<file path="config.mk">
export PLATFORM = sky130hd
export DESIGN_NAME = bmp24_to_rgb565_pixel_writer
export DESIGN_NICKNAME = d
export VERILOG_FILES = /design/src/hdl/b2r_pkg.sv /design/src/hdl/bmp24_to_rgb565_pixel_writer.sv /design/src/hdl/b2r_parse.sv
export SDC_FILE = /design/constraint.sdc
export NUM_CORES = 1
export LEC_CHECK = 0
export BUFFER_PORTS_ARGS = -buffer_cell sky130_fd_sc_hd__clkbuf_2
export CORE_ASPECT_RATIO = 1.25
export CORE_MARGIN = 2
export CORE_UTILIZATION = 30
export CTS_BUF_LIST = sky130_fd_sc_hd__clkbuf_8 sky130_fd_sc_hd__clkbuf_16
export DETAILED_ROUTE_END_ITERATION = 12
export HOLD_SLACK_MARGIN = 0.15
export PLACE_DENSITY = 0.45
export SYNTH_ARGS = -nofsm -noshare
export SYNTH_HDL_FRONTEND = slang
export SYNTH_SLANG_ARGS = --single-unit
</file>
<file path="constraint.sdc">
create_clock -name clk_i -period 7.8 [get_ports clk_i]
set_input_delay 0.78 -clock clk_i [delete_from_list [all_inputs] [get_ports clk_i]]
set_output_delay 0.78 -clock clk_i [all_outputs]
set_load 0.02 [all_outputs]
</file>
<file path="src/hdl/b2r_pkg.sv">
// Shared types and constants for the BMP24 to RGB565 pixel writer.
// No dependencies; every other file in hdl/ imports this package.
`timescale 1ns / 1ps

package b2r_pkg;

  // Largest image dimension accepted; larger header values saturate to it.
  localparam int unsigned MAX_DIM = 4096;
  localparam int unsigned BYTES_PER_PIXEL = 3;

  localparam int unsigned DIM_W = 13;
  localparam int unsigned ADDR_W = 25;
  localparam int unsigned CFG_IDX_W = 3;

  typedef enum logic [CFG_IDX_W-1:0] {
    REG_IMAGE_WIDTH   = 3'd0,
    REG_IMAGE_HEIGHT  = 3'd1,
    REG_TOP_FIRST     = 3'd2,
    REG_DEST_X        = 3'd3,
    REG_DEST_Y        = 3'd4,
    REG_SCREEN_WIDTH  = 3'd5,
    REG_SCREEN_HEIGHT = 3'd6,
    REG_LINE_STRIDE   = 3'd7
  } cfg_reg_e;

  typedef enum logic [1:0] {
    PH_BLUE  = 2'd0,
    PH_GREEN = 2'd1,
    PH_RED   = 2'd2
  } byte_phase_e;

  typedef struct packed {
    logic [DIM_W-1:0] image_width;
    logic [DIM_W-1:0] image_height;
    logic             top_first;
    logic [DIM_W-1:0] dest_x;
    logic [DIM_W-1:0] dest_y;
    logic [DIM_W-1:0] screen_width;
    logic [DIM_W-1:0] screen_height;
    logic [DIM_W-1:0] line_stride;
  } cfg_t;

  typedef struct packed {
    logic [7:0] pixel_byte;
    logic       start_image;
  } in_item_t;

  typedef struct packed {
    logic              write_valid;
    logic [ADDR_W-1:0] pixel_address;
    logic [15:0]       pixel_rgb565;
    logic              image_done;
  } out_item_t;

  // Pixel event handed from the byte parser to the address stage.
  typedef struct packed {
    logic             on_screen;
    logic [DIM_W-1:0] pix_col;
    logic [DIM_W-1:0] pix_row;
    logic [15:0]      rgb565;
    logic             image_done;
  } pix_event_t;

endpackage

</file>
<file path="src/hdl/bmp24_to_rgb565_pixel_writer.sv">
// Top level of the BMP24 to RGB565 pixel writer: configuration registers,
// byte parser and the address stage with the output register. Uses b2r_pkg.
`timescale 1ns / 1ps

// Usage:
// - Software writes the header values through cfg_we_i/cfg_index_i/cfg_data_i
//   while no transfer is in flight; a write takes effect at the next edge.
// - The input channel carries one byte of BMP pixel data per transfer, padding
//   included; start_image marks the first byte of an image.
// - The output channel carries one result per finished pixel and one for a
//   final pad byte. write_valid is low for pixels outside the screen.
// - Throughput is one byte per cycle while the receiver does not stall. The parser
//   register loads at the edge that transfers the byte completing a result, and
//   the address stage, whose 13 by 13 bit multiply of row and line stride sets the
//   path length, then loads the output register from the parser register.
// - When the receiver stalls, the output register and the parser register
//   both hold, after which in_ready_o drops; nothing is lost.
// - Reset clears the counters and loads the register defaults (width, height,
//   screen size and stride 1, offsets 0, bottom-up rows).
module bmp24_to_rgb565_pixel_writer (
  input  logic                                clk_i,
  input  logic                                rst_ni,
  input  logic                                cfg_we_i,
  input  logic [b2r_pkg::CFG_IDX_W-1:0]       cfg_index_i,
  input  logic [b2r_pkg::DIM_W-1:0]           cfg_data_i,
  input  logic                                in_valid_i,
  output logic                                in_ready_o,
  input  b2r_pkg::in_item_t                   in_data_i,
  output logic                                out_valid_o,
  input  logic                                out_ready_i,
  output b2r_pkg::out_item_t                  out_data_o
);
  import b2r_pkg::*;

  cfg_t       cfg_q;
  logic       ev_valid;
  logic       ev_ready;
  pix_event_t ev;
  logic       out_valid_q;
  out_item_t  out_q, out_d;
  logic [2*DIM_W-1:0] prod;
  logic [2*DIM_W-1:0] addr_sum;

  always_ff @(posedge clk_i or negedge rst_ni) begin
    if (!rst_ni) begin
      cfg_q.image_width   <= DIM_W'(1);
      cfg_q.image_height  <= DIM_W'(1);
      cfg_q.top_first     <= 1'b0;
      cfg_q.dest_x        <= '0;
      cfg_q.dest_y        <= '0;
      cfg_q.screen_width  <= DIM_W'(1);
      cfg_q.screen_height <= DIM_W'(1);
      cfg_q.line_stride   <= DIM_W'(1);
    end else if (cfg_we_i) begin
      case (cfg_reg_e'(cfg_index_i))
        REG_IMAGE_WIDTH:   cfg_q.image_width   <= cfg_data_i;
        REG_IMAGE_HEIGHT:  cfg_q.image_height  <= cfg_data_i;
        REG_TOP_FIRST:     cfg_q.top_first     <= cfg_data_i[0];
        REG_DEST_X:        cfg_q.dest_x        <= cfg_data_i;
        REG_DEST_Y:        cfg_q.dest_y        <= cfg_data_i;
        REG_SCREEN_WIDTH:  cfg_q.screen_width  <= cfg_data_i;
        REG_SCREEN_HEIGHT: cfg_q.screen_height <= cfg_data_i;
        REG_LINE_STRIDE:   cfg_q.line_stride   <= cfg_data_i;
        default: ;
      endcase
    end
  end

  b2r_parse u_parse (
    .clk_i      (clk_i),
    .rst_ni     (rst_ni),
    .cfg_i      (cfg_q),
    .in_valid_i (in_valid_i),
    .in_ready_o (in_ready_o),
    .in_data_i  (in_data_i),
    .ev_valid_o (ev_valid),
    .ev_ready_i (ev_ready),
    .ev_o       (ev)
  );

  assign ev_ready = !out_valid_q || out_ready_i;

  // Linear address: row times stride plus column, wrapped to the address width; zero off screen.
  always_comb begin
    prod     = (2*DIM_W)'(ev.pix_row) * (2*DIM_W)'(cfg_q.line_stride);
    addr_sum = prod + (2*DIM_W)'(ev.pix_col);
    out_d.write_valid   = ev.on_screen;
    out_d.pixel_address = ev.on_screen ? addr_sum[ADDR_W-1:0] : '0;
    out_d.pixel_rgb565  = ev.rgb565;
    out_d.image_done    = ev.image_done;
  end

  always_ff @(posedge clk_i or negedge rst_ni) begin
    if (!rst_ni) begin
      out_valid_q <= 1'b0;
    end else if (ev_valid && ev_ready) begin
      out_valid_q <= 1'b1;
    end else if (out_ready_i) begin
      out_valid_q <= 1'b0;
    end
  end

  always_ff @(posedge clk_i) begin
    if (ev_valid && ev_ready) begin
      out_q <= out_d;
    end
  end

  assign out_valid_o = out_valid_q;
  assign out_data_o  = out_q;

  // Off-screen pixels and pad results carry a zero address.
  a_offscreen_zero_addr: assert property (@(posedge clk_i) disable iff (!rst_ni)
    out_valid_q && !out_q.write_valid |-> out_q.pixel_address == '0)
    else $error("nonzero address on a result without a write");

  a_out_held: assert property (@(posedge clk_i) disable iff (!rst_ni)
    out_valid_q && !out_ready_i |=> out_valid_q && $stable(out_q))
    else $error("result changed while the receiver was stalled");

  a_event_lands: assert property (@(posedge clk_i) disable iff (!rst_ni)
    ev_valid && ev_ready |=> out_valid_q)
    else $error("pixel event taken without reaching the output register");

endmodule

</file>
<file path="src/hdl/b2r_parse.sv">
// Byte parser: tracks phase, padding and row/column counters, packs RGB565
// and clips against the screen. Registers one pixel event. Depends on b2r_pkg.
`timescale 1ns / 1ps

module b2r_parse (
  input  logic                   clk_i,
  input  logic                   rst_ni,
  input  b2r_pkg::cfg_t          cfg_i,
  input  logic                   in_valid_i,
  output logic                   in_ready_o,
  input  b2r_pkg::in_item_t      in_data_i,
  output logic                   ev_valid_o,
  input  logic                   ev_ready_i,
  output b2r_pkg::pix_event_t    ev_o
);
  import b2r_pkg::*;

  logic [DIM_W-1:0] col_q, col_d, col_e;
  logic [DIM_W-1:0] row_q, row_d, row_e;
  byte_phase_e      phase_q, phase_d, phase_e;
  logic [1:0]       pad_q, pad_d, pad_e;
  logic [7:0]       blue_q, blue_d, blue_e;
  logic [7:0]       green_q, green_d, green_e;

  logic             ev_valid_q;
  pix_event_t       ev_q;
  pix_event_t       res;
  logic             res_valid;
  logic             accept;

  logic [DIM_W-1:0] w, h;
  logic [DIM_W:0]   col_inc;
  logic [1:0]       row_rem;
  logic [1:0]       pad_amt;
  logic signed [DIM_W+1:0] sx, sy;
  logic [7:0]       b;

  function automatic logic [DIM_W-1:0] clamp_dim(input logic [DIM_W-1:0] v);
    logic [DIM_W:0] lim;
    lim = (DIM_W+1)'(MAX_DIM);
    if ({1'b0, v} > lim) begin
      return lim[DIM_W-1:0];
    end
    return v;
  endfunction

  assign accept     = in_valid_i && in_ready_o;
  assign in_ready_o = !ev_valid_q || ev_ready_i;
  assign b          = in_data_i.pixel_byte;

  always_comb begin
    w = clamp_dim(cfg_i.image_width);
    h = clamp_dim(cfg_i.image_height);

    // A start marker clears the counters before this byte is handled.
    col_e   = in_data_i.start_image ? '0 : col_q;
    row_e   = in_data_i.start_image ? '0 : row_q;
    phase_e = in_data_i.start_image ? PH_BLUE : phase_q;
    pad_e   = in_data_i.start_image ? '0 : pad_q;
    blue_e  = in_data_i.start_image ? '0 : blue_q;
    green_e = in_data_i.start_image ? '0 : green_q;

    col_d   = col_e;
    row_d   = row_e;
    phase_d = phase_e;
    pad_d   = pad_e;
    blue_d  = blue_e;
    green_d = green_e;

    res_valid = 1'b0;
    res       = '0;

    col_inc = {1'b0, col_e} + (DIM_W+1)'(1);
    row_rem = 2'(w[1:0] * 2'(BYTES_PER_PIXEL));
    pad_amt = 2'(~row_rem + 2'd1);

    sx = $signed({{2{cfg_i.dest_x[DIM_W-1]}}, cfg_i.dest_x}) + $signed({2'b00, col_e});
    if (cfg_i.top_first) begin
      sy = $signed({{2{cfg_i.dest_y[DIM_W-1]}}, cfg_i.dest_y}) + $signed({2'b00, row_e});
    end else begin
      sy = $signed({{2{cfg_i.dest_y[DIM_W-1]}}, cfg_i.dest_y}) + $signed({2'b00, h})
           - $signed({2'b00, row_e}) - $signed((DIM_W+2)'(1));
    end

    if (row_e >= h) begin
      // Past the last row: byte is dropped until the next start marker.
    end else if (pad_e != 2'd0) begin
      pad_d = pad_e - 2'd1;
      if (pad_d == 2'd0) begin
        row_d = row_e + DIM_W'(1);
      end
      if (row_d == h) begin
        res_valid      = 1'b1;
        res.image_done = 1'b1;
      end
    end else begin
      case (phase_e)
        PH_BLUE: begin
          blue_d  = b;
          phase_d = PH_GREEN;
        end
        PH_GREEN: begin
          green_d = b;
          phase_d = PH_RED;
        end
        default: begin
          phase_d   = PH_BLUE;
          res_valid = 1'b1;
          res.rgb565 = {b[7:3], green_e[7:2], blue_e[7:3]};
          res.on_screen = !sx[DIM_W+1] && (sx[DIM_W:0] < {1'b0, cfg_i.screen_width}) &&
                          !sy[DIM_W+1] && (sy[DIM_W:0] < {1'b0, cfg_i.screen_height});
          res.pix_col = sx[DIM_W-1:0];
          res.pix_row = sy[DIM_W-1:0];
          if (col_inc >= {1'b0, w}) begin
            col_d = '0;
            if (pad_amt != 2'd0) begin
              pad_d = pad_amt;
            end else begin
              row_d = row_e + DIM_W'(1);
            end
          end else begin
            col_d = col_inc[DIM_W-1:0];
          end
          res.image_done = (row_d == h);
        end
      endcase
    end
  end

  always_ff @(posedge clk_i or negedge rst_ni) begin
    if (!rst_ni) begin
      col_q   <= '0;
      row_q   <= '0;
      phase_q <= PH_BLUE;
      pad_q   <= '0;
      blue_q  <= '0;
      green_q <= '0;
    end else if (accept) begin
      col_q   <= col_d;
      row_q   <= row_d;
      phase_q <= phase_d;
      pad_q   <= pad_d;
      blue_q  <= blue_d;
      green_q <= green_d;
    end
  end

  always_ff @(posedge clk_i or negedge rst_ni) begin
    if (!rst_ni) begin
      ev_valid_q <= 1'b0;
    end else if (accept && res_valid) begin
      ev_valid_q <= 1'b1;
    end else if (ev_ready_i) begin
      ev_valid_q <= 1'b0;
    end
  end

  always_ff @(posedge clk_i) begin
    if (accept && res_valid) begin
      ev_q <= res;
    end
  end

  assign ev_valid_o = ev_valid_q;
  assign ev_o       = ev_q;

  // Padding is only scheduled after a full pixel, so the phase must be blue.
  a_pad_at_blue: assert property (@(posedge clk_i) disable iff (!rst_ni)
    pad_q != 2'd0 |-> phase_q == PH_BLUE)
    else $error("pad bytes pending in the middle of a pixel");

  // A pixel event waiting on the address stage must not be overwritten.
  a_event_held: assert property (@(posedge clk_i) disable iff (!rst_ni)
    ev_valid_q && !ev_ready_i |=> ev_valid_q && $stable(ev_q))
    else $error("pixel event lost while the address stage was stalled");

  a_phase_legal: assert property (@(posedge clk_i) disable iff (!rst_ni)
    phase_q == PH_BLUE || phase_q == PH_GREEN || phase_q == PH_RED)
    else $error("byte phase left its legal values");

endmodule

</file>
==> qor.json, run 1 <==
{
  "global_route": {
    "grt_antenna_before_repair": 1,
    "pin_count_of_the_biggest_net_entering_global_routing": 91,
    "overall_global_routing_usage": 0.162,
    "grt_remaining_overflow": 0,
    "via_count_of_the_first_global_routing_pass": 14900,
    "grt_pass1_wl_microns": 84800
  },
  "routing": {
    "routed-via-count": 14200,
    "drc_viols": 0,
    "ant_nets": 0,
    "drt-initial-drc-count": 710,
    "first_pass_iters": 6,
    "routedWlPerCell_microns": 18.3,
    "routed_wl_microns": 53500,
    "vias_per_cell": 4.87
  },
  "sta": {
    "worst_slew_pin_slew_ns": 1.15,
    "final.setup.tns_ns": 0,
    "setup_viol": 0,
    "max_slew_margin": 0.228,
    "timing.final.crit_share": 0.879,
    "max_freq_mhz": 146,
    "grt_setup_unrepaired": "false",
    "layout_min_cycle_time_ns": 6.85,
    "finalMaxSlewViolations": 0,
    "clock_skew_ns": 0.0249,
    "timing.final.hold_violations": 0
  },
  "synthesis": {
    "library_cell_occupying_the_most_area_in_the_post_synthesis_netlist": "sky130_fd_sc_hd__dfrtp_1",
    "synth_largest_type_area_fraction": 0.167,
    "most_frequently_used_flop_master_after_synthesis": "sky130_fd_sc_hd__dfrtp_1",
    "yosys_register_bits": 222,
    "ys_types": 83,
    "syn_nets": 2365,
    "yosys_warns": 0,
    "netlist_top_cells_area": "sky130_fd_sc_hd__dfrtp_1 (17%), sky130_fd_sc_hd__fa_1 (15%), sky130_fd_sc_hd__edfxtp_1 (13%)",
    "netlist_area_before_placement_sq_um": 19500,
    "synth_enable_flop_cells": 87,
    "avgSynthCellArea_sq_um": 9.74,
    "synth_sequential_area_ratio": 0.308,
    "synthesized_instance_count": 1999,
    "synth_async_sr_flop_share": 0.608
  },
  "setup_path": {
    "critPathLaunchType": "flop",
    "timing.critical_path.to_type": "flop",
    "critPathTopFamily": "adder cells",
    "worst_ep_required_time_ns": 8.08,
    "cp_max_fo": 9,
    "crit_path_top_delay_cell": "sky130_fd_sc_hd__edfxtp_1",
    "critical_path_depth": 22,
    "crit_path_frequent_cell": "sky130_fd_sc_hd__fa_1",
    "critPathMaxStageDelay_ns": 0.56,
    "critical_path_class": "flop to flop",
    "rr_worst_depth": 22,
    "critical_path_buf_inv_count": 5,
    "crit_chain": "buf_4 -> and2_1 -> fa_1 -> inv_1 -> fa_1 -> inv_1 -> fa_1 -> fa_1 -> fa_1 -> inv_1 -> fa_1 -> inv_1 -> ha_1 -> a21o_2 -> o21ai_1 -> a21oi_2 -> or4_4 -> a221o_2 -> a21o_2 -> a21oi_1 -> xor2_1 -> nor2_1",
    "critical_path_arrival_ns": 7.13
  },
  "layout": {
    "area_growth_syn_to_layout_pct": 11.3,
    "n_fill_cell": 6675,
    "drive_above_1_share": 0.119,
    "mostFrequentLayoutCells": "sky130_fd_sc_hd__inv_1 (273), sky130_fd_sc_hd__ha_1 (191), sky130_fd_sc_hd__nand2_1 (189)",
    "fin_nets": 2412,
    "mostFrequentLayoutCell": "sky130_fd_sc_hd__inv_1"
  },
  "cts": {
    "insertion_delay_ns": 0.57,
    "cts.sinks": 222,
    "clock_path_buffers": 3,
    "cts_setup_buffers": 0,
    "cts_hold_repair.buffers": 0,
    "cts_made_buffers": 27,
    "ctsRootBufferMaster": "sky130_fd_sc_hd__clkbuf_16",
    "tritoncts_clock_tree": "yes",
    "worst_setup_hold_path_clk_slew_ns": 0.06,
    "clock_tree.htree_level_count": 1,
    "cts.repair.resized": 0
  },
  "floorplanning": {
    "core.rowCount": 104,
    "die-width_microns": 232,
    "dieArea_sq_um": 67000,
    "core_area_sq_um": 64300,
    "io_pins": 75,
    "initial_utilization": 0.303,
    "die_h_microns": 289
  },
  "power_and_ir_drop": {
    "power.ir.vdd_worst_v": 0.000591,
    "powerDensity_nw_per_um2": 513,
    "power.leakage_uw": 0.0101,
    "p_total_uw": 11100
  },
  "placement": {
    "portBuffers": 72,
    "place.detailed.hpwl_microns": 41400,
    "gp_congestion": 0.871
  },
  "run": {
    "cap_violations": 0
  },
  "outcome": {
    "run_status": "completed"
  },
  "worst_hold_path": {
    "timing.hold.worst.class": "input port to asynchronous set/reset pin"
  }
}
## metal layers
layer	vias to the layer above	global-route usage	routed length [microns]
met5	-	0	0
met4	0	0.0595	1890
met3	86	0.0137	1560
met2	266	0.295	26900
met1	7012	0.198	23100
li1	6847	-	-
## Yosys cell counts (all sizes together), types with 11 or more instances
cell type	instances
a31oi	13
xnor2	61
nand2b	29
xor2	26
ha	191
nor2	96
dfrtp	130
a22oi	14
a21oi	67
a21o	28
o21ai	97
clkbuf	61
nor3	37
nor2b	27
nand3	34
edfxtp	87
a211oi	11
nand2	190
inv	268
mux2	81
fa	145
and2	102
and3	38
## worst paths after layout
kind / startpoint / to / slack (ns)
max reg2reg: u_parse.ev_o[23] / out_data_o[34] / 0.95
min in group clk_i: u_parse.ev_o[4] / out_data_o[4] / 0.42
min: rst_ni / u_parse.row_q[9] / 0.33
min reg2reg: u_parse.ev_o[4] / out_data_o[4] / 0.42
max: u_parse.ev_o[23] / out_data_o[34] / 0.95
max in group asynchronous: rst_ni / cfg_q[43] / 6.21
## cell type report
type,count,area [sq um],area share
clock buffer,30,728,0.0336
antenna,1,2.50,0.000115
timing repair buffer,89,494,0.0228
sequential,222,6000,0.277
inverter,269,1010,0.0466
clock inverter,20,170,0.00785
multi-input combinational,1437,12200,0.563
tap,848,1060,0.0489
## through the flow
stage | hold slack [ns] | instances | area (sq um) | worst slack (ns) | utilization
floorplan | 0.400 | 1999 | 19500 | 1.30 | -
global placement | 0.406 | 2865 | 20800 | 0.986 | 0.323
detailed placement | 0.405 | 2865 | 20800 | 0.942 | 0.323
CTS | 0.346 | 2915 | 21700 | 0.926 | 0.337
global route | 0.391 | 2915 | 21700 | 0.667 | 0.337
finish | 0.332 | 2916 | 21700 | 0.948 | 0.337
## power breakdown
group	total, uW	internal (uW)	switching, uW
Sequential	1890	1700	195
Clock	1290	741	548
Combinational	7940	3550	4390
Total	11100	5990	5130
## registers in the layout, indices dropped and copies added, names as in the netlist
name / flops
cfg_q: 92
out_data_o: 43
out_valid_o: 1
u_parse.blue_q: 5
u_parse.col_q: 13
u_parse.ev_o: 44
u_parse.ev_valid_o: 1
u_parse.green_q: 6
u_parse.pad_q: 2
u_parse.phase_q: 2
u_parse.row_q: 13
## kinds of logic after synthesis
group | Yosys count | share of synthesized area
AND/OR/NAND/NOR | 607 | 0.159
XOR/XNOR | 87 | 0.0391
multiplexers | 82 | 0.0473
AO/OA/AOI/OAI | 325 | 0.109
adder cells (fa/ha/maj) | 336 | 0.272
flip-flops | 222 | 0.308
buffers and inverters | 340 | 0.0664
No activity file was read; power rests on OpenSTA's default activity.
==> inputs of run 2 (changes only) <==
--- a/config.mk
+++ b/config.mk
@@ -6,13 +6,15 @@
 export NUM_CORES = 1
 export LEC_CHECK = 0
 export BUFFER_PORTS_ARGS = -buffer_cell sky130_fd_sc_hd__clkbuf_2
+export CELL_PAD_IN_SITES_DETAIL_PLACEMENT = 2
+export CELL_PAD_IN_SITES_GLOBAL_PLACEMENT = 2
 export CORE_ASPECT_RATIO = 1.25
 export CORE_MARGIN = 2
 export CORE_UTILIZATION = 30
 export CTS_BUF_LIST = sky130_fd_sc_hd__clkbuf_8 sky130_fd_sc_hd__clkbuf_16
 export DETAILED_ROUTE_END_ITERATION = 12
 export HOLD_SLACK_MARGIN = 0.15
-export PLACE_DENSITY = 0.45
+export PLACE_DENSITY = 0.62
 export SYNTH_ARGS = -nofsm -noshare
 export SYNTH_HDL_FRONTEND = slang
 export SYNTH_SLANG_ARGS = --single-unit
==> constraint.sdc (replaced) <==
create_clock -name clk_i -period 7.25 [get_ports clk_i]
set_input_delay 0.725 -clock clk_i [delete_from_list [all_inputs] [get_ports clk_i]]
set_output_delay 0.725 -clock clk_i [all_outputs]
set_load 0.02 [all_outputs]
==> qor.json, run 2 (synthesis gave the netlist of run 1 again) <==
{
  "setup_path": {
    "worst_r2r_endpoint": "out_data_o[34]",
    "critPathMaxStageDelay": {"value": 0.54, "unit": "ns", "change": "-0.02 ns"},
    "worst_ep_required_time": {"value": 7.57, "unit": "ns", "change": "-0.51 ns"},
    "critical_path_class": "flop to flop",
    "reg2reg_slack": {"value": 0.43, "unit": "ns", "change": "-0.51 ns"},
    "crit_chain": "and2_1 -> fa_1 -> inv_1 -> fa_1 -> inv_1 -> fa_1 -> inv_1 -> fa_1 -> inv_1 -> fa_1 -> inv_1 -> fa_1 -> inv_1 -> ha_1 -> a21o_1 -> a211oi_2 -> a21oi_2 -> or4_4 -> a221o_2 -> a21o_2 -> a21oi_1 -> xor2_1 -> nor2_1",
    "crit_path_top_delay_cell": "sky130_fd_sc_hd__fa_1",
    "cp_max_fo": {"value": 14, "change": "+5"},
    "timing.rr.start": "cfg_q[2]",
    "timing.critical_path.to_type": "flop",
    "critical_path_arrival": {"value": 7.14, "unit": "ns", "change": "about the same"},
    "rr_worst_depth": {"value": 23, "change": "+4.5%"},
    "critPathLaunchType": "flop"
  },
  "routing": {
    "ant_nets": {"value": 0, "change": "unchanged"},
    "first_pass_iters": {"value": 4, "change": "-2"},
    "routed_wl": {"value": 62000, "unit": "microns", "change": "+16%"},
    "routedWlPerCell": {"value": 21.2, "unit": "microns", "change": "+15%"},
    "routed-via-count": {"value": 14600, "change": "+3.0%"},
    "vias_per_cell": {"value": 5.00, "change": "+2.6%"},
    "drt-initial-drc-count": {"value": 461, "change": "-35%"},
    "drc_viols": {"value": 0, "change": "unchanged"}
  },
  "floorplanning": {
    "dieArea": {"value": 67000, "unit": "sq um", "change": "unchanged"},
    "core.rowCount": {"value": 104, "change": "unchanged"},
    "core_area": {"value": 64300, "unit": "sq um", "change": "unchanged"},
    "die-width": {"value": 232, "unit": "microns", "change": "unchanged"},
    "initial_utilization": {"value": 0.303, "change": "unchanged"},
    "io_pins": {"value": 75, "change": "unchanged"},
    "die_h": {"value": 289, "unit": "microns", "change": "unchanged"}
  },
  "global_route": {
    "via_count_of_the_first_global_routing_pass": {"value": 16900, "change": "+14%"},
    "grt_pass1_wl": {"value": 98200, "unit": "microns", "change": "+16%"},
    "pin_count_of_the_biggest_net_entering_global_routing": {"value": 71, "change": "-22%"},
    "overall_global_routing_usage": {"value": 0.190, "change": "+0.0286"},
    "grt_antenna_before_repair": {"value": 3, "change": "+2"},
    "grt_remaining_overflow": {"value": 0, "change": "unchanged"}
  },
  "cts": {
    "insertion_delay": {"value": 0.60, "unit": "ns", "change": "+0.03 ns"},
    "cts_hold_repair.buffers": {"value": 0, "change": "unchanged"},
    "ctsRootBufferMaster": "sky130_fd_sc_hd__clkbuf_16",
    "worst_setup_hold_path_clk_slew": {"value": 0.06, "unit": "ns", "change": "about the same"},
    "tritoncts_clock_tree": "yes",
    "clock_tree.htree_level_count": {"value": 1, "change": "unchanged"},
    "cts.sinks": {"value": 222, "change": "unchanged"},
    "cts_made_buffers": {"value": 29, "change": "+7.4%"},
    "cts.repair.resized": {"value": 0, "change": "unchanged"},
    "clock_path_buffers": {"value": 3, "change": "unchanged"},
    "cts_setup_buffers": {"value": 0, "change": "unchanged"}
  },
  "layout": {
    "drive_above_1_share": {"value": 0.125, "change": "+0.00550"},
    "mostFrequentLayoutCells": "sky130_fd_sc_hd__inv_1 (271), sky130_fd_sc_hd__ha_1 (191), sky130_fd_sc_hd__nand2_1 (189)",
    "fin_nets": {"value": 2423, "change": "+0.46%"},
    "registers.top_by_ff_count": "cfg_q",
    "final_cells": {"value": 2929, "change": "+0.45%"},
    "mostFrequentLayoutCell": "sky130_fd_sc_hd__inv_1",
    "n_fill_cell": {"value": 7158, "change": "+7.2%"},
    "area_growth_syn_to_layout_pct": 11.9,
    "largest_register_ffs": {"value": 92, "change": "unchanged"}
  },
  "outcome": {
    "run_status": "completed"
  },
  "placement": {
    "portBuffers": {"value": 72, "change": "unchanged"},
    "gp_congestion": {"value": 0.800, "change": "-8.2%"},
    "place.detailed.instances": {"value": 2874, "change": "+0.31%"},
    "place_ws": {"value": 0.366, "unit": "ns", "change": "-0.576 ns"},
    "place.detailed.hpwl": {"value": 48800, "unit": "microns", "change": "+18%"}
  },
  "sta": {
    "layout_min_cycle_time": {"value": 6.82, "unit": "ns", "change": "-0.0357 ns"},
    "finalMaxSlewViolations": {"value": 0, "change": "unchanged"},
    "max_slew_margin": {"value": 0.323, "change": "+0.0948"},
    "max_freq": {"value": 147, "unit": "MHz", "change": "+0.52%"},
    "timing.final.hold_violations": {"value": 0, "change": "unchanged"},
    "grt_setup_unrepaired": "false",
    "timing.final.crit_share": {"value": 0.940, "change": "+0.0617"},
    "worst_slew_pin_slew": {"value": 1.01, "unit": "ns", "change": "-0.145 ns"},
    "finalWorstSetupSlack": {"value": 0.433, "unit": "ns", "change": "-0.514 ns"},
    "setup_viol": {"value": 0, "change": "unchanged"},
    "clock_skew": {"value": 0.0180, "unit": "ns", "change": "-0.00684 ns"},
    "final.setup.tns": {"value": 0, "unit": "ns", "change": "unchanged"}
  },
  "worst_hold_path": {
    "timing.hold.worst.class": "input port to asynchronous set/reset pin"
  },
  "run": {
    "cap_violations": {"value": 0, "change": "unchanged"}
  },
  "power_and_ir_drop": {
    "p_total": {"value": 12300, "unit": "uW", "change": "+10%"},
    "powerDensity": {"value": 562, "unit": "nW/um^2", "change": "+9.6%"},
    "power.ir.vdd_worst": {"value": 0.000483, "unit": "V", "change": "-18%"},
    "power.leakage": {"value": 0.0101, "unit": "uW", "change": "+0.56%"}
  }
}
run 2: area by class of cell:
type / instances / area, sq um / area share
Sequential cell: 222 / 6000 / 0.275
Inverter: 269 / 1010 / 0.0463
Antenna cell: 1 / 2.50 / 0.000115
Tap cell: 848 / 1060 / 0.0487
Clock buffer: 29 / 726 / 0.0333
Timing Repair Buffer: 98 / 562 / 0.0258
Multi-Input combinational cell: 1437 / 12200 / 0.560
Clock inverter: 25 / 220 / 0.0101
run 2: critical path: cells and delay by family (launching register included):
kind / cells / cell delay, ns
buffers and inverters: 6 / 0.31
XOR/XNOR: 1 / 0.18
AO/OA/AOI/OAI: 6 / 1.40
AND/OR/NAND/NOR: 3 / 0.74
flip-flops: 1 / 0.53
adder cells (fa/ha/maj): 7 / 3.39
run 2: worst max path at each step:
| stage | to | slack [ns] | from |
|---|---|---|---|
| CTS | out_data_o[34] | 0.37 | cfg_q[2] |
| global route | out_data_o[34] | 0.06 | cfg_q[1] |
| floorplan | out_data_o[40] | 0.75 | u_parse.ev_o[22] |
| finish | out_data_o[34] | 0.43 | cfg_q[2] |
| detailed placement | out_data_o[34] | 0.37 | cfg_q[2] |
| global placement | out_data_o[40] | 0.48 | cfg_q[2] |
run 2: layer usage:
metal | track usage | wire length, microns
met1 | 0.217 | 25000
met2 | 0.370 | 33700
met3 | 0.0165 | 1420
met4 | 0.0599 | 1870
met5 | 0 | 0
run 2: metrics by stage:
step | hold WS, ns | instance area [sq um] | utilization
floorplan | 0.400 | 19500 | -
global placement | 0.404 | 20800 | 0.324
detailed placement | 0.407 | 20800 | 0.324
CTS | 0.185 | 21800 | 0.339
global route | 0.236 | 21800 | 0.339
finish | 0.192 | 21800 | 0.339
run 2: power breakdown:
| group | internal, uW | total (uW) | switching, uW |
|---|---|---|---|
| Combinational | 3850 | 8760 | 4910 |
| Sequential | 1830 | 2030 | 199 |
| Clock | 838 | 1470 | 628 |
